### src/hdl/erx_pkg.sv
`timescale 1ns / 1ps
`default_nettype none
// ----------------------------------------------------------------------------
// erx_pkg
// Types and constants shared by the escaped ymodem frame receiver.
// ----------------------------------------------------------------------------
package erx_pkg;

  localparam logic [7:0] ESC_MARK     = 8'h7d;
  localparam logic [7:0] ESC_XOR      = 8'h20;
  localparam logic [7:0] CH_SOH       = 8'h01;
  localparam logic [7:0] CH_STX       = 8'h02;
  localparam logic [7:0] CH_EOT       = 8'h04;
  localparam logic [7:0] CH_ABORT_LOW = 8'h61;

  localparam int unsigned FRAME_OVERHEAD = 5;
  localparam int unsigned IDX_W          = 11;

  localparam logic [1:0] STATUS_IGNORED = 2'd0;
  localparam logic [1:0] STATUS_ACCEPT  = 2'd1;
  localparam logic [1:0] STATUS_ABORT   = 2'd2;

  localparam logic [1:0] KIND_NONE  = 2'd0;
  localparam logic [1:0] KIND_SHORT = 2'd1;
  localparam logic [1:0] KIND_LONG  = 2'd2;

  typedef enum logic [2:0] {
    CLS_MARK,
    CLS_SOH,
    CLS_STX,
    CLS_EOT,
    CLS_ABORT,
    CLS_OTHER
  } cls_e;

  typedef struct packed {
    cls_e       cls;
    logic [7:0] data;
  } cmd_t;

  typedef struct packed {
    logic [1:0]       status;
    logic             store_valid;
    logic [IDX_W-1:0] store_index;
    logic [7:0]       store_byte;
    logic             frame_done;
    logic             end_of_transfer;
    logic [1:0]       frame_kind;
  } result_t;

endpackage
`default_nettype wire

### src/hdl/erx_fifo.sv
`timescale 1ns / 1ps
`default_nettype none
// ----------------------------------------------------------------------------
// erx_fifo
// Two-entry register queue with simultaneous push and pop.
// ----------------------------------------------------------------------------
module erx_fifo #(
  parameter int unsigned DATA_W = 8
) (
  input  wire logic              clk_i,
  input  wire logic              rst_ni,
  input  wire logic              push_i,
  input  wire logic [DATA_W-1:0] data_i,
  output logic                   full_o,
  input  wire logic              pop_i,
  output logic [DATA_W-1:0]      data_o,
  output logic                   empty_o
);

  logic [DATA_W-1:0] mem_q [2];
  logic              wr_q, wr_d;
  logic              rd_q, rd_d;
  logic [1:0]        cnt_q, cnt_d;
  logic              push_ok, pop_ok;

  assign full_o  = cnt_q[1];
  assign empty_o = (cnt_q == 2'd0);
  assign data_o  = mem_q[rd_q];
  assign push_ok = push_i && !full_o;
  assign pop_ok  = pop_i && !empty_o;

  always_comb begin
    wr_d  = push_ok ? ~wr_q : wr_q;
    rd_d  = pop_ok ? ~rd_q : rd_q;
    cnt_d = cnt_q;
    if (push_ok && !pop_ok) begin
      cnt_d = cnt_q + 2'd1;
    end else if (pop_ok && !push_ok) begin
      cnt_d = cnt_q - 2'd1;
    end
  end

  always_ff @(posedge clk_i or negedge rst_ni) begin
    if (!rst_ni) begin
      wr_q  <= 1'b0;
      rd_q  <= 1'b0;
      cnt_q <= 2'd0;
    end else begin
      wr_q  <= wr_d;
      rd_q  <= rd_d;
      cnt_q <= cnt_d;
    end
  end

  always_ff @(posedge clk_i) begin
    if (push_ok) begin
      mem_q[wr_q] <= data_i;
    end
  end

endmodule
`default_nettype wire

### src/hdl/erx_front.sv
`timescale 1ns / 1ps
`default_nettype none
// ----------------------------------------------------------------------------
// erx_front
// Removes byte stuffing and classifies each received byte.
// ----------------------------------------------------------------------------
module erx_front (
  input  wire logic        clk_i,
  input  wire logic        rst_ni,
  input  wire logic        accept_i,
  input  wire logic [7:0]  rx_byte_i,
  output erx_pkg::cmd_t    cmd_o
);
  import erx_pkg::*;

  logic       esc_q, esc_d;
  logic       is_mark;
  logic [7:0] data;

  assign is_mark = (rx_byte_i == ESC_MARK) && !esc_q;
  assign data    = esc_q ? (rx_byte_i ^ ESC_XOR) : rx_byte_i;
  assign esc_d   = accept_i ? is_mark : esc_q;

  always_comb begin
    cmd_o.data = data;
    if (is_mark) begin
      cmd_o.cls = CLS_MARK;
    end else begin
      unique case (data)
        CH_SOH:       cmd_o.cls = CLS_SOH;
        CH_STX:       cmd_o.cls = CLS_STX;
        CH_EOT:       cmd_o.cls = CLS_EOT;
        CH_ABORT_LOW: cmd_o.cls = CLS_ABORT;
        default:      cmd_o.cls = CLS_OTHER;
      endcase
    end
  end

  always_ff @(posedge clk_i or negedge rst_ni) begin
    if (!rst_ni) begin
      esc_q <= 1'b0;
    end else begin
      esc_q <= esc_d;
    end
  end

endmodule
`default_nettype wire

### src/hdl/erx_back.sv
`timescale 1ns / 1ps
`default_nettype none
// ----------------------------------------------------------------------------
// erx_back
// Frame tracking: header hunt, byte indexing and end of frame.
// ----------------------------------------------------------------------------
module erx_back #(
  parameter int unsigned SHORT_PAYLOAD = 128,
  parameter int unsigned LONG_PAYLOAD  = 1024
) (
  input  wire logic        clk_i,
  input  wire logic        rst_ni,
  input  wire logic        cmd_valid_i,
  input  wire erx_pkg::cmd_t cmd_i,
  output logic             cmd_pop_o,
  input  wire logic        res_ready_i,
  output logic             res_push_o,
  output erx_pkg::result_t res_o
);
  import erx_pkg::*;

  localparam int unsigned MAX_PAYLOAD =
    (LONG_PAYLOAD > SHORT_PAYLOAD) ? LONG_PAYLOAD : SHORT_PAYLOAD;
  localparam int unsigned RAW_W = $clog2(MAX_PAYLOAD + FRAME_OVERHEAD);
  localparam int unsigned CNT_W = (RAW_W > IDX_W) ? RAW_W : IDX_W;
  localparam logic [CNT_W-1:0] LAST_SHORT = CNT_W'(SHORT_PAYLOAD + FRAME_OVERHEAD - 1);
  localparam logic [CNT_W-1:0] LAST_LONG  = CNT_W'(LONG_PAYLOAD + FRAME_OVERHEAD - 1);

  logic             in_frame_q, in_frame_d;
  logic             long_q, long_d;
  logic [CNT_W-1:0] cnt_q, cnt_d;
  logic [CNT_W-1:0] last;
  logic             step;

  assign step       = cmd_valid_i && res_ready_i;
  assign cmd_pop_o  = step;
  assign res_push_o = step;
  assign last       = long_q ? LAST_LONG : LAST_SHORT;

  always_comb begin
    in_frame_d = in_frame_q;
    long_d     = long_q;
    cnt_d      = cnt_q;
    res_o      = '0;
    if (cmd_i.cls != CLS_MARK) begin
      if (!in_frame_q) begin
        case (cmd_i.cls) inside
          CLS_SOH, CLS_STX: begin
            long_d            = (cmd_i.cls == CLS_STX);
            in_frame_d        = 1'b1;
            cnt_d             = CNT_W'(1);
            res_o.store_valid = 1'b1;
            res_o.store_byte  = cmd_i.data;
            res_o.frame_kind  = (cmd_i.cls == CLS_STX) ? KIND_LONG : KIND_SHORT;
          end
          CLS_EOT: begin
            long_d                = 1'b0;
            res_o.status          = STATUS_ACCEPT;
            res_o.frame_done      = 1'b1;
            res_o.end_of_transfer = 1'b1;
          end
          CLS_ABORT: res_o.status = STATUS_ABORT;
          default:   res_o.status = STATUS_IGNORED;
        endcase
      end else begin
        res_o.status      = STATUS_ACCEPT;
        res_o.store_valid = 1'b1;
        res_o.store_index = cnt_q[IDX_W-1:0];
        res_o.store_byte  = cmd_i.data;
        res_o.frame_kind  = long_q ? KIND_LONG : KIND_SHORT;
        if (cnt_q >= last) begin
          res_o.frame_done = 1'b1;
          in_frame_d       = 1'b0;
          cnt_d            = '0;
        end else begin
          cnt_d = cnt_q + CNT_W'(1);
        end
      end
    end
  end

  always_ff @(posedge clk_i or negedge rst_ni) begin
    if (!rst_ni) begin
      in_frame_q <= 1'b0;
      long_q     <= 1'b0;
      cnt_q      <= '0;
    end else if (step) begin
      in_frame_q <= in_frame_d;
      long_q     <= long_d;
      cnt_q      <= cnt_d;
    end
  end

endmodule
`default_nettype wire

### src/hdl/escaped_ymodem_frame_receiver.sv
`timescale 1ns / 1ps
`default_nettype none
// path: a byte is held in the command queue, its result in the result queue at the ports
// throughput: one byte per cycle while the result queue is not full, set by
// the frame tracker between the two two-entry queues
// reset: asynchronous, clears escape state, frame state and both queues
// ----------------------------------------------------------------------------
// escaped_ymodem_frame_receiver
// Unstuffs received bytes and tracks ymodem frames, one result per byte.
// ----------------------------------------------------------------------------
module escaped_ymodem_frame_receiver #(
  parameter int unsigned SHORT_PAYLOAD = 128,
  parameter int unsigned LONG_PAYLOAD  = 1024
) (
  input  wire logic         clk_i,
  input  wire logic         rst_ni,
  input  wire logic         push,
  output logic              full,
  input  wire logic [7:0]   rx_byte_i,
  output logic              empty,
  input  wire logic         pop,
  output logic [1:0]        status_o,
  output logic              store_valid_o,
  output logic [10:0]       store_index_o,
  output logic [7:0]        store_byte_o,
  output logic              frame_done_o,
  output logic              end_of_transfer_o,
  output logic [1:0]        frame_kind_o
);
  import erx_pkg::*;

  cmd_t    cmd_in, cmd_out;
  result_t res_in, res_out;
  logic    accept;
  logic    cmd_empty, cmd_pop;
  logic    res_full, res_push;

  assign accept = push && !full;

  erx_front u_front (
    .clk_i     (clk_i),
    .rst_ni    (rst_ni),
    .accept_i  (accept),
    .rx_byte_i (rx_byte_i),
    .cmd_o     (cmd_in)
  );

  erx_fifo #(.DATA_W($bits(cmd_t))) u_cmd_q (
    .clk_i   (clk_i),
    .rst_ni  (rst_ni),
    .push_i  (push),
    .data_i  (cmd_in),
    .full_o  (full),
    .pop_i   (cmd_pop),
    .data_o  (cmd_out),
    .empty_o (cmd_empty)
  );

  erx_back #(
    .SHORT_PAYLOAD (SHORT_PAYLOAD),
    .LONG_PAYLOAD  (LONG_PAYLOAD)
  ) u_back (
    .clk_i       (clk_i),
    .rst_ni      (rst_ni),
    .cmd_valid_i (!cmd_empty),
    .cmd_i       (cmd_out),
    .cmd_pop_o   (cmd_pop),
    .res_ready_i (!res_full),
    .res_push_o  (res_push),
    .res_o       (res_in)
  );

  erx_fifo #(.DATA_W($bits(result_t))) u_res_q (
    .clk_i   (clk_i),
    .rst_ni  (rst_ni),
    .push_i  (res_push),
    .data_i  (res_in),
    .full_o  (res_full),
    .pop_i   (pop),
    .data_o  (res_out),
    .empty_o (empty)
  );

  assign status_o          = res_out.status;
  assign store_valid_o     = res_out.store_valid;
  assign store_index_o     = res_out.store_index;
  assign store_byte_o      = res_out.store_byte;
  assign frame_done_o      = res_out.frame_done;
  assign end_of_transfer_o = res_out.end_of_transfer;
  assign frame_kind_o      = res_out.frame_kind;

endmodule
`default_nettype wire

### config.mk
export PLATFORM = sky130hd
export DESIGN_NAME = escaped_ymodem_frame_receiver
export DESIGN_NICKNAME = d
export VERILOG_FILES = /design/src/hdl/erx_pkg.sv /design/src/hdl/erx_fifo.sv /design/src/hdl/erx_front.sv /design/src/hdl/erx_back.sv /design/src/hdl/escaped_ymodem_frame_receiver.sv
export SDC_FILE = /design/constraint.sdc
export NUM_CORES = 1
export LEC_CHECK = 0
export BUFFER_PORTS_ARGS = -buffer_cell sky130_fd_sc_hd__buf_2
export CAP_MARGIN = 20
export CORE_UTILIZATION = 59
export CTS_CLUSTER_SIZE = 14
export DETAILED_ROUTE_END_ITERATION = 8
export GPL_TIMING_DRIVEN = 0
export PLACE_DENSITY = 0.84
export SLEW_MARGIN = 20
export SYNTH_ARGS = -nofsm -noshare
export SYNTH_HDL_FRONTEND = slang
export SYNTH_SLANG_ARGS = --single-unit
### constraint.sdc
create_clock -name clk_i -period 3.1 [get_ports clk_i]
set_input_delay 0.62 -clock clk_i [delete_from_list [all_inputs] [get_ports clk_i]]
set_output_delay 0.62 -clock clk_i [all_outputs]
set_load 0.01 [all_outputs]
==> impl_metrics.ini <==
[status]
outcome = finished, final reports clean

[die]
die_w_um = 86.7
fp.dieH_um = 86.7
rows = 30
start_util_pct = 61.6
core_um2 = 6870
ioPinCount = 40
die_area_um2 = 7510

[logic_synthesis]
async_flop_share_pct = 22.9
synth_fa_ha_area_share_pct = 1.77
ys_ff_latch = 96
seq_area_frac_synth_pct = 65.5
synth_top_family_by_area = simple AND/OR/NAND/NOR gates
synthFlopType = edfxtp_1
avgSynthCellArea_um2 = 13.7
synth-compound-area-share_pct = 6.57
synth_cell_types = 46
yosysWarningCount = 0
synth-xor-area-share_pct = 2.90
syn_area_um2 = 4230
muxShareOfSynthArea_pct = 9.79
synth_edf_count = 74
synth_nets = 326
syn_inst = 308
synth-simple-area-share_pct = 11.2

[route]
viasPerCell = 5.69
dr_wl_met2_um = 3590
drt_iter0_markers = 103
post_drt_wl_per_cell_um = 16.1
dr.max_layer_used = met4
drtAntennaViolNets = 0
drc = 0
vias = 2610
wl_met1_um = 3350
wirelength_um = 7380
drtPass1Iterations = 4
met3_wirelength_um = 339

[setup_path]
critPathMaxFanout = 10
start_kind = register
critPathKind = register to primary output
critical_path.endpoint_type = primary output
required_ns = 2.48
cp.arrival_ns = 2.13

[global_routing]
grt_pass1_vias = 2536
antenna_found_initial = 0
groute.usage.overall_pct = 21.4
grt_pass1_wl_um = 11900
overflow = 0
grt_max_degree = 27

[sta]
finalSetupTns_ns = 0
finalCritPeriodShare_pct = 88.6
grt_setup_unrepaired = false
worst_slack_ns = 0.353
setup_viol = 0
slew_headroom_pct = 38.1
tightest_slew_ns = 0.925
hold_violations = 0
finClkSkew_ns = 0.0102
slew_viol_final = 0
max_freq_mhz = 364
fin_crit_ns = 2.75

[finish]
fin_util_pct = 69.5
areaGrowthSynthToFinish_pct = 12.8
final_nets = 376
design_area_um2 = 4770
drive_above_1_share_pct = 24.8
antennaDiodeCount = 0

[power_and_ir_drop]
peakVddDrop_mv = 0.462
p_per_area_nw_per_um2 = 1020
p_leak_nw = 1.84

[flow_run]
max_cap_violations = 0

[cts]
ctsHoldBuffers = 0
clock_sinks = 96
tritoncts = yes
clock_path_buffers = 2
clock_latency_ns = 0.37
cts_made_buffers = 9
cts_setup_buffers = 0
cts_resized = 0
cts-root-buf = clkbuf_8
htreeDepth = 3
clkSlewWorstSetupHoldPaths_ns = 0.10

[placement]
place_area_um2 = 4550
gp_congestion = 0.821
numPortBuffers = 39
hpwl_um = 5070
pre_cts_ws_ns = 0.678

[worst_hold_path]
hold_class = input pin to async pin
## cell families after synthesis
group / count (synthesis)
AND/OR/NAND/NOR: 94
AO/OA/AOI/OAI: 38
flip-flops: 96
buffers and inverters: 22
multiplexers: 38
adder cells (fa/ha/maj): 6
XOR/XNOR: 14
## worst max-delay path, cell delays in order, from the launching register on
cell	delay [ns]
dfrtp_1	0.33
clkbuf_1	0.37
clkbuf_1	0.52
mux2_2	0.41
buf_2	0.14
## cell usage after synthesis (5+ instances only)
cell type  count  share of area, %
clkbuf_1      11              0.98
ha_1           6               1.8
o31ai_1        5              0.89
xnor2_1        9               1.9
mux2_2        27               7.2
inv_1          8              0.71
mux2i_1       11               2.6
edfxtp_1      74                53
nand3_1        5              0.59
dfrtp_1       22                13
nor2_1        28               2.5
nor3_1         5              0.59
nor4_1         5              0.74
nand2_1       20               1.8
and3_1         9               1.3
o21ai_0        9               1.1
xor2_1         5               1.0
## where the power goes
part,internal (W),total (W),switching [W]
Sequential,0.00197,0.00215,0.000175
Clock,0.000454,0.000889,0.000435
Combinational,0.000774,0.00185,0.00108
## area by class of cell
cell class / count / area (um2)
Buffer: 14 / 62.6
Fill cell: 446 / 2100
Timing Repair Buffer: 39 / 195
Sequential cell: 96 / 2770
Multi-Input combinational cell: 190 / 1370
Tap cell: 96 / 120
Clock inverter: 7 / 93.8
Clock buffer: 9 / 124
Inverter: 8 / 30.0
## state kept, by name, summed over array words and instances, names as in the netlist
register / count
u_res_q.cnt_q: 2
u_cmd_q.rd_q: 1
u_front.esc_q: 1
u_res_q.wr_q: 1
u_cmd_q.wr_q: 1
u_back.in_frame_q: 1
u_res_q.rd_q: 1
u_res_q.mem_q: 52
u_cmd_q.mem_q: 22
u_cmd_q.cnt_q: 2
u_back.cnt_q: 11
u_back.long_q: 1
## through the flow
stage / cells / total power [W] / hold WS [ns]
after floorplan: 308 / 0.00346 / 0.324
after global placement: 443 / 0.00395 / 0.475
after detailed placement: 443 / 0.00403 / 0.487
after CTS: 459 / 0.00491 / 0.227
after global routing: 459 / 0.00517 / 0.262
final: 459 / 0.00489 / 0.214
## layout by cell type (no fill, tap or decap), types with 2 or more instances in the layout
master,n
o21ai_0,9
nor2b_1,2
xor2_1,5
nor2_1,27
inv_1,8
nor3_1,5
and3_1,9
bufinv_16,2
nand3b_1,2
ha_1,6
a31oi_1,2
and2_1,3
nand4_1,4
nand2_1,20
nand2b_1,3
xnor2_1,9
clkbuf_1,11
edfxtp_1,74
buf_2,41
nand3_1,5
mux2_2,27
dfrtp_1,22
a22o_1,2
a211o_1,2
nor4_1,5
o21bai_1,2
o31ai_1,5
mux2i_1,11
a21oi_1,3
a2bb2oi_1,4
clkbuf_8,9
## routing by layer
metal / vias up / GRT usage (%)
li1: 1252 / -
met1: 1276 / 28.6
met2: 74 / 34.5
met3: 8 / 4.00
met4: 0 / 9.70
met5: - / 0
## final timing paths
| check | slack (ns) | depth (start not counted) | from | endpoint |
|---|---|---|---|---|
| worst max-delay path | 0.35 | 4 | u_res_q.rd_q$_DFFE_PN0P_ | store_index_o[0] |
| worst min-delay path | 0.21 | 1 | rst_ni | u_cmd_q.cnt_q[0]$_DFFE_PN0P_ |
| worst max register to register | 0.65 | 5 | u_back.cnt_q[6]$_DFFE_PN0P_ | u_back.cnt_q[8]$_DFFE_PN0P_ |
| worst min register to register | 0.51 | 1 | u_cmd_q.wr_q$_DFFE_PN0P_ | u_cmd_q.wr_q$_DFFE_PN0P_ |
| max in group asynchronous | 2.54 | 1 | rst_ni | u_back.long_q$_DFFE_PN0P_ |
| min in group clk_i | 0.46 | 1 | rx_byte_i[6] | u_cmd_q.mem_q[0][6]$_DFFE_PP_ |
(Power assumes the default switching activity.)
